[src/sv/overwrite_byte_fifo_macros.svh]
// ----------------------------------------------------------------------------
// overwrite_byte_fifo assertion macros
// Shared concurrent check forms for the byte FIFO RTL.
// ----------------------------------------------------------------------------
`ifndef OVERWRITE_BYTE_FIFO_MACROS_SVH
`define OVERWRITE_BYTE_FIFO_MACROS_SVH

// same-cycle implication, disabled during reset
`define OFB_CHECK(label, clk, rst_n, cond, prop, msg) \
	label: assert property (@(posedge clk) disable iff (!rst_n) (cond) |-> (prop)) \
		else $error(msg);

// next-cycle implication, disabled during reset
`define OFB_CHECK_NEXT(label, clk, rst_n, cond, prop, msg) \
	label: assert property (@(posedge clk) disable iff (!rst_n) (cond) |=> (prop)) \
		else $error(msg);

`endif

[src/sv/ofb_pkg.sv]
// ----------------------------------------------------------------------------
// ofb_pkg
// Constants, operation codes and shared structs of the overwrite byte FIFO.
// ----------------------------------------------------------------------------
`default_nettype none

package ofb_pkg;

	localparam int DEPTH  = 256;              // power of two, 2 .. 256
	localparam int ADDR_W = $clog2(DEPTH);
	localparam int CNT_W  = 32;               // free-running counter width
	localparam int LVL_W  = 9;                // level fields on the ports
	localparam int PEAK_W = $clog2(DEPTH + 1);
	localparam int DATA_W = 8;

	localparam logic [1:0] OP_WRITE     = 2'd0;
	localparam logic [1:0] OP_OVERWRITE = 2'd1;
	localparam logic [1:0] OP_READ      = 2'd2;
	localparam logic [1:0] OP_RECOVER   = 2'd3;

	typedef struct packed {
		logic              we;
		logic [ADDR_W-1:0] waddr;
		logic [DATA_W-1:0] wdata;
		logic              re;
		logic [ADDR_W-1:0] raddr;
	} ofb_mem_req_t;

	typedef struct packed {
		logic             rd_hit;
		logic             accepted;
		logic [LVL_W-1:0] occupancy;
		logic [LVL_W-1:0] free_room;
		logic [LVL_W-1:0] peak_fill;
		logic [CNT_W-1:0] overflow_total;
		logic [CNT_W-1:0] pending_overflow;
		logic [CNT_W-1:0] recovered_count;
	} ofb_result_t;

endpackage

`default_nettype wire

[src/sv/ofb_ram.sv]
// ----------------------------------------------------------------------------
// ofb_ram
// Generic single-write, single-read RAM with registered read data.
// ----------------------------------------------------------------------------
`default_nettype none

module ofb_ram #(
	parameter int WIDTH = 8,
	parameter int DEPTH = 256
) (
	input  wire logic                     clk,
	input  wire logic                     we,
	input  wire logic [$clog2(DEPTH)-1:0] waddr,
	input  wire logic [WIDTH-1:0]         wdata,
	input  wire logic                     re,
	input  wire logic [$clog2(DEPTH)-1:0] raddr,
	output logic      [WIDTH-1:0]         rdata
);

	logic [WIDTH-1:0] mem_q [DEPTH];
	logic [WIDTH-1:0] rdata_q;

	always_ff @(posedge clk) begin
		if (we) begin
			mem_q[waddr] <= wdata;
		end
		if (re) begin
			rdata_q <= mem_q[raddr];
		end
	end

	assign rdata = rdata_q;

endmodule

`default_nettype wire

[src/sv/ofb_ctrl.sv]
// ----------------------------------------------------------------------------
// ofb_ctrl
// Pointer, level, peak and overflow bookkeeping; one operation per cycle while take is high.
// ----------------------------------------------------------------------------
`default_nettype none

module ofb_ctrl
	import ofb_pkg::*;
(
	input  wire logic              clk,
	input  wire logic              arst_n,
	input  wire logic              take,
	input  wire logic [1:0]        operation,
	input  wire logic [DATA_W-1:0] write_data,
	output ofb_mem_req_t           mem_req,
	output ofb_result_t            result
);

	localparam logic [CNT_W-1:0] DEPTH_C = CNT_W'(DEPTH);

	logic [ADDR_W-1:0] prod_slot_q;
	logic [ADDR_W-1:0] cons_slot_q;
	logic [CNT_W-1:0]  level_q;      // produce minus consume, wrapping
	logic [PEAK_W-1:0] peak_q;
	logic [CNT_W-1:0]  total_q;

	logic              push;
	logic              pop;
	logic              rec;
	logic [CNT_W-1:0]  excess_cur;
	logic [CNT_W-1:0]  level_nx;
	logic [CNT_W-1:0]  sat_nx;
	logic [CNT_W-1:0]  excess_nx;
	logic [CNT_W-1:0]  free_nx;
	logic [CNT_W-1:0]  peak_ext;
	logic [PEAK_W-1:0] peak_nx;
	logic [CNT_W-1:0]  total_nx;
	logic [CNT_W-1:0]  peak_out;

	assign excess_cur = (level_q > DEPTH_C) ? (level_q - DEPTH_C) : '0;

	always_comb begin
		push = 1'b0;
		pop  = 1'b0;
		rec  = 1'b0;
		case (operation)
			OP_WRITE:     push = (level_q < DEPTH_C);
			OP_OVERWRITE: push = 1'b1;
			OP_READ:      pop  = (level_q != '0);
			OP_RECOVER:   rec  = (excess_cur != '0);
			default:      push = 1'b0;
		endcase
	end

	always_comb begin
		if (push) begin
			level_nx = level_q + CNT_W'(1);
		end else if (pop) begin
			level_nx = level_q - CNT_W'(1);
		end else if (rec) begin
			level_nx = DEPTH_C;
		end else begin
			level_nx = level_q;
		end
	end

	assign sat_nx    = (level_nx > DEPTH_C) ? DEPTH_C : level_nx;
	assign excess_nx = (level_nx > DEPTH_C) ? (level_nx - DEPTH_C) : '0;
	assign free_nx   = DEPTH_C - sat_nx;
	assign peak_ext  = CNT_W'(peak_q);
	assign peak_nx   = (push && (sat_nx > peak_ext)) ? PEAK_W'(sat_nx) : peak_q;
	assign total_nx  = rec ? (total_q + excess_cur) : total_q;
	assign peak_out  = CNT_W'(peak_nx);

	always_ff @(posedge clk or negedge arst_n) begin
		if (!arst_n) begin
			prod_slot_q <= '0;
			cons_slot_q <= '0;
			level_q     <= '0;
			peak_q      <= '0;
			total_q     <= '0;
		end else if (take) begin
			if (push) begin
				prod_slot_q <= prod_slot_q + ADDR_W'(1);
			end
			if (pop) begin
				cons_slot_q <= cons_slot_q + ADDR_W'(1);
			end else if (rec) begin
				cons_slot_q <= cons_slot_q + excess_cur[ADDR_W-1:0];
			end
			level_q <= level_nx;
			peak_q  <= peak_nx;
			total_q <= total_nx;
		end
	end

	assign mem_req.we    = take & push;
	assign mem_req.waddr = prod_slot_q;
	assign mem_req.wdata = write_data;
	assign mem_req.re    = take & pop;
	assign mem_req.raddr = cons_slot_q;

	assign result.rd_hit           = pop;
	assign result.accepted         = push | pop | rec;
	assign result.occupancy        = sat_nx[LVL_W-1:0];
	assign result.free_room        = free_nx[LVL_W-1:0];
	assign result.peak_fill        = peak_out[LVL_W-1:0];
	assign result.overflow_total   = total_nx;
	assign result.pending_overflow = excess_nx;
	assign result.recovered_count  = (operation == OP_RECOVER) ? excess_cur : '0;

endmodule

`default_nettype wire

[src/sv/overwrite_byte_fifo.sv]
// ----------------------------------------------------------------------------
// overwrite_byte_fifo
// Byte FIFO with overwrite and overflow recovery, one operation per item.
// ----------------------------------------------------------------------------
// Usage:
//   Input channel (in_valid/in_stall) carries one operation and a byte:
//   write if space, overwrite write, read, or recover overflow.
//   Output channel (out_valid/out_stall) returns exactly one result per
//   operation: read byte, accepted flag, occupancy, free room, peak
//   fill, overflow total, pending overflow and recovered count.
//   The result of a transaction taken at one edge is valid after that
//   edge. Throughput is one transaction per cycle while the receiver does
//   not stall, set by the single result register and the registered read
//   of the byte store.
//   in_stall is high only while a result waits and the receiver stalls it;
//   the result register and the store read data then hold until taken.
//   Reset clears the counters, level, peak and overflow total and empties
//   the output register; the byte store itself is not cleared and needs no
//   clearing pass.
// ----------------------------------------------------------------------------
`default_nettype none

`include "overwrite_byte_fifo_macros.svh"

module overwrite_byte_fifo
	import ofb_pkg::*;
(
	input  wire logic              clk,
	input  wire logic              arst_n,
	input  wire logic              in_valid,
	output logic                   in_stall,
	input  wire logic [1:0]        operation,
	input  wire logic [DATA_W-1:0] write_data,
	output logic                   out_valid,
	input  wire logic              out_stall,
	output logic [DATA_W-1:0]      read_data,
	output logic                   accepted,
	output logic [LVL_W-1:0]       occupancy,
	output logic [LVL_W-1:0]       free_room,
	output logic [LVL_W-1:0]       peak_fill,
	output logic [CNT_W-1:0]       overflow_total,
	output logic [CNT_W-1:0]       pending_overflow,
	output logic [CNT_W-1:0]       recovered_count
);

	ofb_mem_req_t      mem_req;
	ofb_result_t       result;
	ofb_result_t       res_q;
	logic              out_valid_q;
	logic              take;
	logic [DATA_W-1:0] ram_rdata;

	// Take a transaction unless a finished result is held by the receiver.
	assign in_stall = out_valid_q & out_stall;
	assign take     = in_valid & ~in_stall;

	ofb_ctrl u_ctrl (
		.clk        (clk),
		.arst_n     (arst_n),
		.take       (take),
		.operation  (operation),
		.write_data (write_data),
		.mem_req    (mem_req),
		.result     (result)
	);

	// Byte store: written at the produce slot, read at the consume slot.
	// Only one of the two happens per transaction, so no collision.
	ofb_ram #(
		.WIDTH (DATA_W),
		.DEPTH (DEPTH)
	) u_store (
		.clk   (clk),
		.we    (mem_req.we),
		.waddr (mem_req.waddr),
		.wdata (mem_req.wdata),
		.re    (mem_req.re),
		.raddr (mem_req.raddr),
		.rdata (ram_rdata)
	);

	// Result register. The read byte comes straight from the store's read
	// register, which only moves on an accepted read, so it holds with res_q.
	always_ff @(posedge clk or negedge arst_n) begin
		if (!arst_n) begin
			out_valid_q <= 1'b0;
		end else if (take) begin
			out_valid_q <= 1'b1;
		end else if (!out_stall) begin
			out_valid_q <= 1'b0;
		end
	end

	always_ff @(posedge clk) begin
		if (take) begin
			res_q <= result;
		end
	end

	assign out_valid        = out_valid_q;
	assign read_data        = res_q.rd_hit ? ram_rdata : '0;
	assign accepted         = res_q.accepted;
	assign occupancy        = res_q.occupancy;
	assign free_room        = res_q.free_room;
	assign peak_fill        = res_q.peak_fill;
	assign overflow_total   = res_q.overflow_total;
	assign pending_overflow = res_q.pending_overflow;
	assign recovered_count  = res_q.recovered_count;

	`OFB_CHECK_NEXT(a_result_follows, clk, arst_n, take, out_valid_q, "no result after transaction")
	`OFB_CHECK(a_stall_needs_result, clk, arst_n, in_stall, out_valid_q, "input stalled with no result")
	`OFB_CHECK(a_level_sum, clk, arst_n, out_valid_q, LVL_W'(occupancy + free_room) == LVL_W'(DEPTH), "level sum off")
	`OFB_CHECK(a_overflow_full, clk, arst_n, out_valid_q && (pending_overflow != '0), occupancy == LVL_W'(DEPTH), "overflow pending while not full")
	`OFB_CHECK(a_recover_flag, clk, arst_n, out_valid_q && (recovered_count != '0), accepted, "recovery not flagged")

endmodule

`default_nettype wire

[config.mk]
export PLATFORM = sky130hd
export DESIGN_NAME = overwrite_byte_fifo
export DESIGN_NICKNAME = d
export VERILOG_FILES = /design/src/sv/ofb_pkg.sv /design/src/sv/ofb_ram.sv /design/src/sv/ofb_ctrl.sv /design/src/sv/overwrite_byte_fifo.sv
export VERILOG_INCLUDE_DIRS = /design/src /design/src/sv
export SDC_FILE = /design/constraint.sdc
export NUM_CORES = 2
export LEC_CHECK = 0
export BUFFER_PORTS_ARGS = -buffer_cell sky130_fd_sc_hd__clkbuf_2
export CAP_MARGIN = 0
export CORE_AREA = 2 2 302 527
export CTS_CLUSTER_SIZE = 30
export DETAILED_ROUTE_END_ITERATION = 6
export DIE_AREA = 0 0 304 529
export PLACE_DENSITY = 0.76
export REMOVE_ABC_BUFFERS = 1
export SYNTH_ARGS = -nofsm -noshare
export SYNTH_HDL_FRONTEND = slang
export SYNTH_SLANG_ARGS = --single-unit
export TNS_END_PERCENT = 20
[constraint.sdc]
create_clock -name clk -period 11.2 [get_ports clk]
set_clock_uncertainty 0.2 [all_clocks]
set_input_delay 1.68 -clock clk [delete_from_list [all_inputs] [get_ports clk]]
set_output_delay 1.68 -clock clk [all_outputs]
set_load 0.05 [all_outputs]
* Word-level counts from Yosys, hierarchy flattened *
Memory sizes are Yosys's and may differ from the RTL's. A register that Yosys moved wholly into a read port is not among the register bits.
Cells that the tools add are included.

word-level totals
  output and inout bits = 134
  bits of input ports = 14
  bits in writable memories = 2,048
  logic and storage cells = 63
  flip-flop bits (word level) = 215
  memories = 1

memories
  name           depth  bits a word  read ports  clocked after memory_dff  wr ports  line           source
  u_store.mem_q  256    8            1           1                         1         ofb_ram.sv:20  logic [WIDTH-1:0] mem_q [DEPTH];

operators by class
  bitwise operators = 7
  mux-type cells = 17
  reductions and logical operators = 7
  $lt $le $gt $ge = 4
  add/subtract/negate cells = 9
  eq/ne operators = 4

operators by type and width
  operator               count
  $mux 32                6
  $gt 32x9->1 const B    2
  $reduce_bool 32->1     2
  $sub 32x9->32 const B  2
  $add 32x1->32 const B  1
  $add 32x32->32         1
  $gt 32x9->1            1
  $lt 32x9->1 const B    1
  $sub 32x1->32 const B  1
  $mux 8                 3
  $add 8x1->8 const B    2
  $mux 9                 1
  $sub 9x9->9 const A    1
  $add 8x8->8            1
  $mux 1                 6
  $and 1x1->1            4
  $eq 2x2->1 const B     2
  $reduce_and 2->1       2
  $eq 2x1->1 const B     1
  $logic_not 2->1        1
  $ne 2x1->1 const B     1
  $or 1x1->1             2
  $pmux 1 s2             1
  $reduce_bool 2->1      1
  2 further kinds        2

* Logic depth before layout (Yosys ltp) *
  word-level depth = 12
  depth in mapped cells = 36
  gate-level depth less buffers = 28

* By module *
A second synthesis with hierarchy kept.

second synthesis, totals
  cell total of the unflattened synthesis = 5,244
  area, all modules = 93,956.4 sq um

by module, submodules not included
  module               cells each  times used  sequential area each (sq um)  area an instance (sq um)
  ofb_ram              3,733       1           61,739.2                      79,636.4
  ofb_ctrl             1,251       1           2,227.1                       9,546.7
  overwrite_byte_fifo  260         1           3,778.6                       4,773.3

* Worst setup path after synthesis *
No wires, ideal clock.

  kind = in2reg
  start = in operation[1]
  end = reg res_q, in the netlist peak_fill[0] (data pin)
  arrival time = 6.568 ns
  required time = 10.743 ns
  path slack = 4.175 ns
  buffers on the path = 5
  stages on the path = 28
  path through = nand3b_1 -> o32ai_2 -> buf_6 -> buf_2 -> nand3_1 -> a311o_1 -> and2_1 -> clkbuf_1 -> inv_1 -> ha_1 -> o21ai_0 -> o41ai_1 -> and4_1 -> buf_6 -> and2b_1 -> ha_1 -> nor2b_1 -> o21a_1 -> o21a_1 -> o21a_1 -> o21a_1 -> o21a_1 -> o21ai_0 -> a21o_1 -> a31oi_1 -> and2_1 -> buf_2 -> a32o_1

RTL lines
  element                 line                       source
  start: declaration      overwrite_byte_fifo.sv:32  input wire logic [1:0] operation,
  end signal: assignment  overwrite_byte_fifo.sv:96  res_q <= result;
  end: declaration        overwrite_byte_fifo.sv:48  ofb_result_t res_q;

==> reports/metrics.cfg <==
[timing]
tightest_slew_ns = 1.18
maxSlewViolCount = 0
min_period_over_period_pct = 79.1
fin_hold_ws_ns = 0.313
finalCriticalPeriod_ns = 8.85
fmax_mhz = 113
relSlewSlack_pct = 21.2
rsz0062_at_grt = false
setup_ws_ns = 2.35
setup_viol = 0
hold_violations = 0

[finish]
fillers = 9865
final_common_cell = edfxtp_1
nets = 4857
multi_input_area_um2 = 23400
drive_gt1_share_pct = 25.2
final_cells = 6972
seqCellArea_um2 = 67700
syn_to_final_growth_pct = 8.54
final_cell_mix = 2180 x edfxtp_1, 681 x mux4_2, 407 x nor2_1, 239 x nand2_1, 197 x clkbuf_16

[critical_path]
critPathMaxFanout = 58
crit_type = reg2reg
cp_top_family = simple AND/OR/NAND/NOR gates
critPathMaxStageDelay_ns = 0.89
endpoint_kind = flop
critical_path.slowest_cell = nor4_4
rr_startpoint = u_ctrl.level_q[10]
critPathArrivalTime_ns = 9.22
r2r_slack_ns = 2.35
crit_buf_inv = 2
crit_top_cell = o21a_1
cp-start-kind = flop
crit_start = u_ctrl.level_q[10]
worstPathRequired_ns = 11.56

[place]
io_buffers = 147
pre_cts_slack_ns = 2.51
gp_congestion = 0.969
dp.cells = 6622
dp.final_hpwl_um = 144000

[pwr]
seq_power_share_pct = 37.5
p_clk_share_pct = 23.9
power.net_switching_w = 0.00975
p_total_w = 0.0272
swShare_pct = 35.8
irDropWorstVdd_mv = 0.218
combinationalPowerShare_pct = 38.7
powerDensity_nw_per_um2 = 269
power_leakage_nw = 32.1
internal_power_w = 0.0175

[clock_network]
cts-root-buf = clkbuf_16
path_clk_slew_ns = 0.07
cts_made_buffers = 194
cts_buffer_depth = 4
cts_tree = done
clkLatencyLatePin_ns = 0.84
cts_resized = 0
htreeDepth = 4
cts_setup_buffers = 0
cts.sinks = 2270
ctsHoldBuffers = 0

[synthesis]
synth_cells = 4761
netlist-cell-type-count = 100
synth_flop_cell = edfxtp_1
synth_area_um2 = 93300
ys_seq_area_share_pct = 72.6
ys_ff_latch = 2270
synth-edff-count = 2180
synthArstFlopShare_pct = 3.96
syn_avg_cell_area_um2 = 19.6
synth_warnings = 0

[run_status]
status = completed

[job]
maxCapViolations = 0

[floorplanning]
core_area_um2 = 156000
die_w_um = 304
fp.dieH_um = 529
initial_core_util_pct = 59.7
dieArea_um2 = 161000
rows = 192
boundaryPins = 148

[drt]
vias = 46200
first_pass_iters = 6
wl_um = 229000
drt.antenna.violating_nets = 0
first_iter_violations = 4758
drc_errors = 0
viasPerCell = 6.62
avgRoutedWirePerCell_um = 32.9

[grt]
grt_max_degree = 157
grt_pass1_vias = 47900
grt-ovfl-total = 0
antenna_found_initial = 6
grt_pass1_wl_um = 336000
grt_util_all_layers_pct = 29.0

[min_path]
min_path_type = reg2reg
hold_start = u_ctrl.total_q[22]

-- area by class of cell --
class / instances / area share [%]
diodes: 2 / 0.00494
multi-input cells: 2049 / 23.1
well taps: 2037 / 2.52
clock inverters: 111 / 0.892
repair buffers: 218 / 1.40
clock buffers: 237 / 5.02
flip-flops and latches: 2270 / 66.9
inverters: 48 / 0.183
-- per-layer routing --
layer / up-vias / wire length (um) / track usage, %
met5: - / 49 / 0
met4: 8 / 14900 / 16.2
met3: 580 / 14000 / 3.62
met2: 2329 / 125000 / 53.0
met1: 24000 / 75100 / 32.9
li1: 19200 / - / -
-- through the flow --
| step | area (um^2) | TNS, ns | util [%] |
|---|---|---|---|
| floorplan | 91300 | -163.46 | - |
| global placement | 95300 | 0 | 60.9 |
| detailed placement | 95300 | 0 | 60.9 |
| CTS | 101000 | 0 | 64.8 |
| global route | 101000 | 0 | 64.8 |
| finish | 101000 | 0 | 64.8 |
-- sequential cells by signal, indices dropped and copies added, names as in the netlist, 8 cells and up --
name / count
u_ctrl.peak_q: 9
u_ctrl.level_q: 32
u_ctrl.total_q: 32
recovered_count: 32
occupancy: 9
peak_fill: 9
u_store.rdata: 8
pending_overflow: 32
free_room: 8
u_store.mem_q: 2048
u_ctrl.cons_slot_q: 8
overflow_total: 32
u_ctrl.prod_slot_q: 8
-- Yosys cell counts (4+ instances only) --
| master | n | area, um^2 |
|---|---|---|
| a21oi_1 | 44 | 220 |
| o31ai_1 | 5 | 37.5 |
| nand4_1 | 20 | 125 |
| edfxtp_1 | 2180 | 65500 |
| o32ai_1 | 8 | 70.1 |
| mux2i_1 | 6 | 60.1 |
| or4_1 | 5 | 37.5 |
| and2_1 | 36 | 225 |
| nor2_1 | 407 | 1530 |
| or2_2 | 4 | 25.0 |
| and3_1 | 21 | 131 |
| a31oi_1 | 17 | 106 |
| nand2_1 | 240 | 901 |
| o21a_1 | 17 | 128 |
| a32oi_1 | 7 | 61.3 |
| buf_2 | 19 | 95.1 |
| clkbuf_1 | 174 | 653 |
| nand3b_1 | 4 | 30.0 |
| buf_6 | 8 | 90.1 |
| buf_1 | 65 | 244 |
| mux4_2 | 681 | 15300 |
| nor4_1 | 9 | 56.3 |
| or3_1 | 15 | 93.8 |
| xnor2_1 | 58 | 508 |
| a32o_1 | 12 | 120 |
| nor3b_1 | 4 | 30.0 |
| nand2b_1 | 9 | 56.3 |
| and4_1 | 10 | 87.6 |
| ha_1 | 60 | 751 |
| mux2_2 | 19 | 214 |
| nor4_4 | 4 | 85.1 |
| buf_4 | 127 | 953 |
| xor2_1 | 26 | 228 |
| nand3_1 | 48 | 240 |
| nor3_1 | 38 | 190 |
| nor2b_1 | 12 | 75.1 |
| o21ai_0 | 84 | 420 |
| o211ai_1 | 8 | 60.1 |
| dfrtp_1 | 90 | 2250 |
| o21ai_1 | 5 | 25.0 |
| a21o_1 | 23 | 173 |
| inv_1 | 45 | 169 |
-- power by group through the flow --
stage	clock network (W)	registers [W]	logic [W]
5_1_grt	0.00683	0.0103	0.0111
4_1_cts	0.00655	0.0102	0.0105
2_1_floorplan	0	0.0113	0.00766
3_3_place_gp	0	0.0104	0.0104
3_5_place_dp	0	0.0104	0.0105
6_report	0.00650	0.0102	0.0105
-- final timing paths --
check                      cells after the start                 end
max                                           26        peak_fill[5]
min                                            2  u_ctrl.total_q[22]
max reg2reg                                   26        peak_fill[5]
min reg2reg                                    2  u_ctrl.total_q[22]
max in group asynchronous                      2   u_ctrl.level_q[9]
min in group asynchronous                      1    u_ctrl.peak_q[6]
-- cell families after synthesis --
kind of cell | count (synthesis) | share of synthesized area (%)
DFF | 2270 | 72.6
adders and majority gates | 62 | 0.847
AOI/OAI and AO/OA | 282 | 2.13
muxes | 706 | 16.7
xor gates and xnor gates | 84 | 0.788
and+or+nand+nor | 915 | 4.57
buffers and inverters | 442 | 2.38
-- worst register-to-register path, delay by kind of cell (launching register included) --
family / cells / cell delay [ns]
buf+inv: 2 / 0.54
compound gates: 13 / 2.91
fa+ha+maj: 2 / 0.53
flops: 1 / 0.59
simple gates: 9 / 3.84
Power figures use the tool's default switching activity.
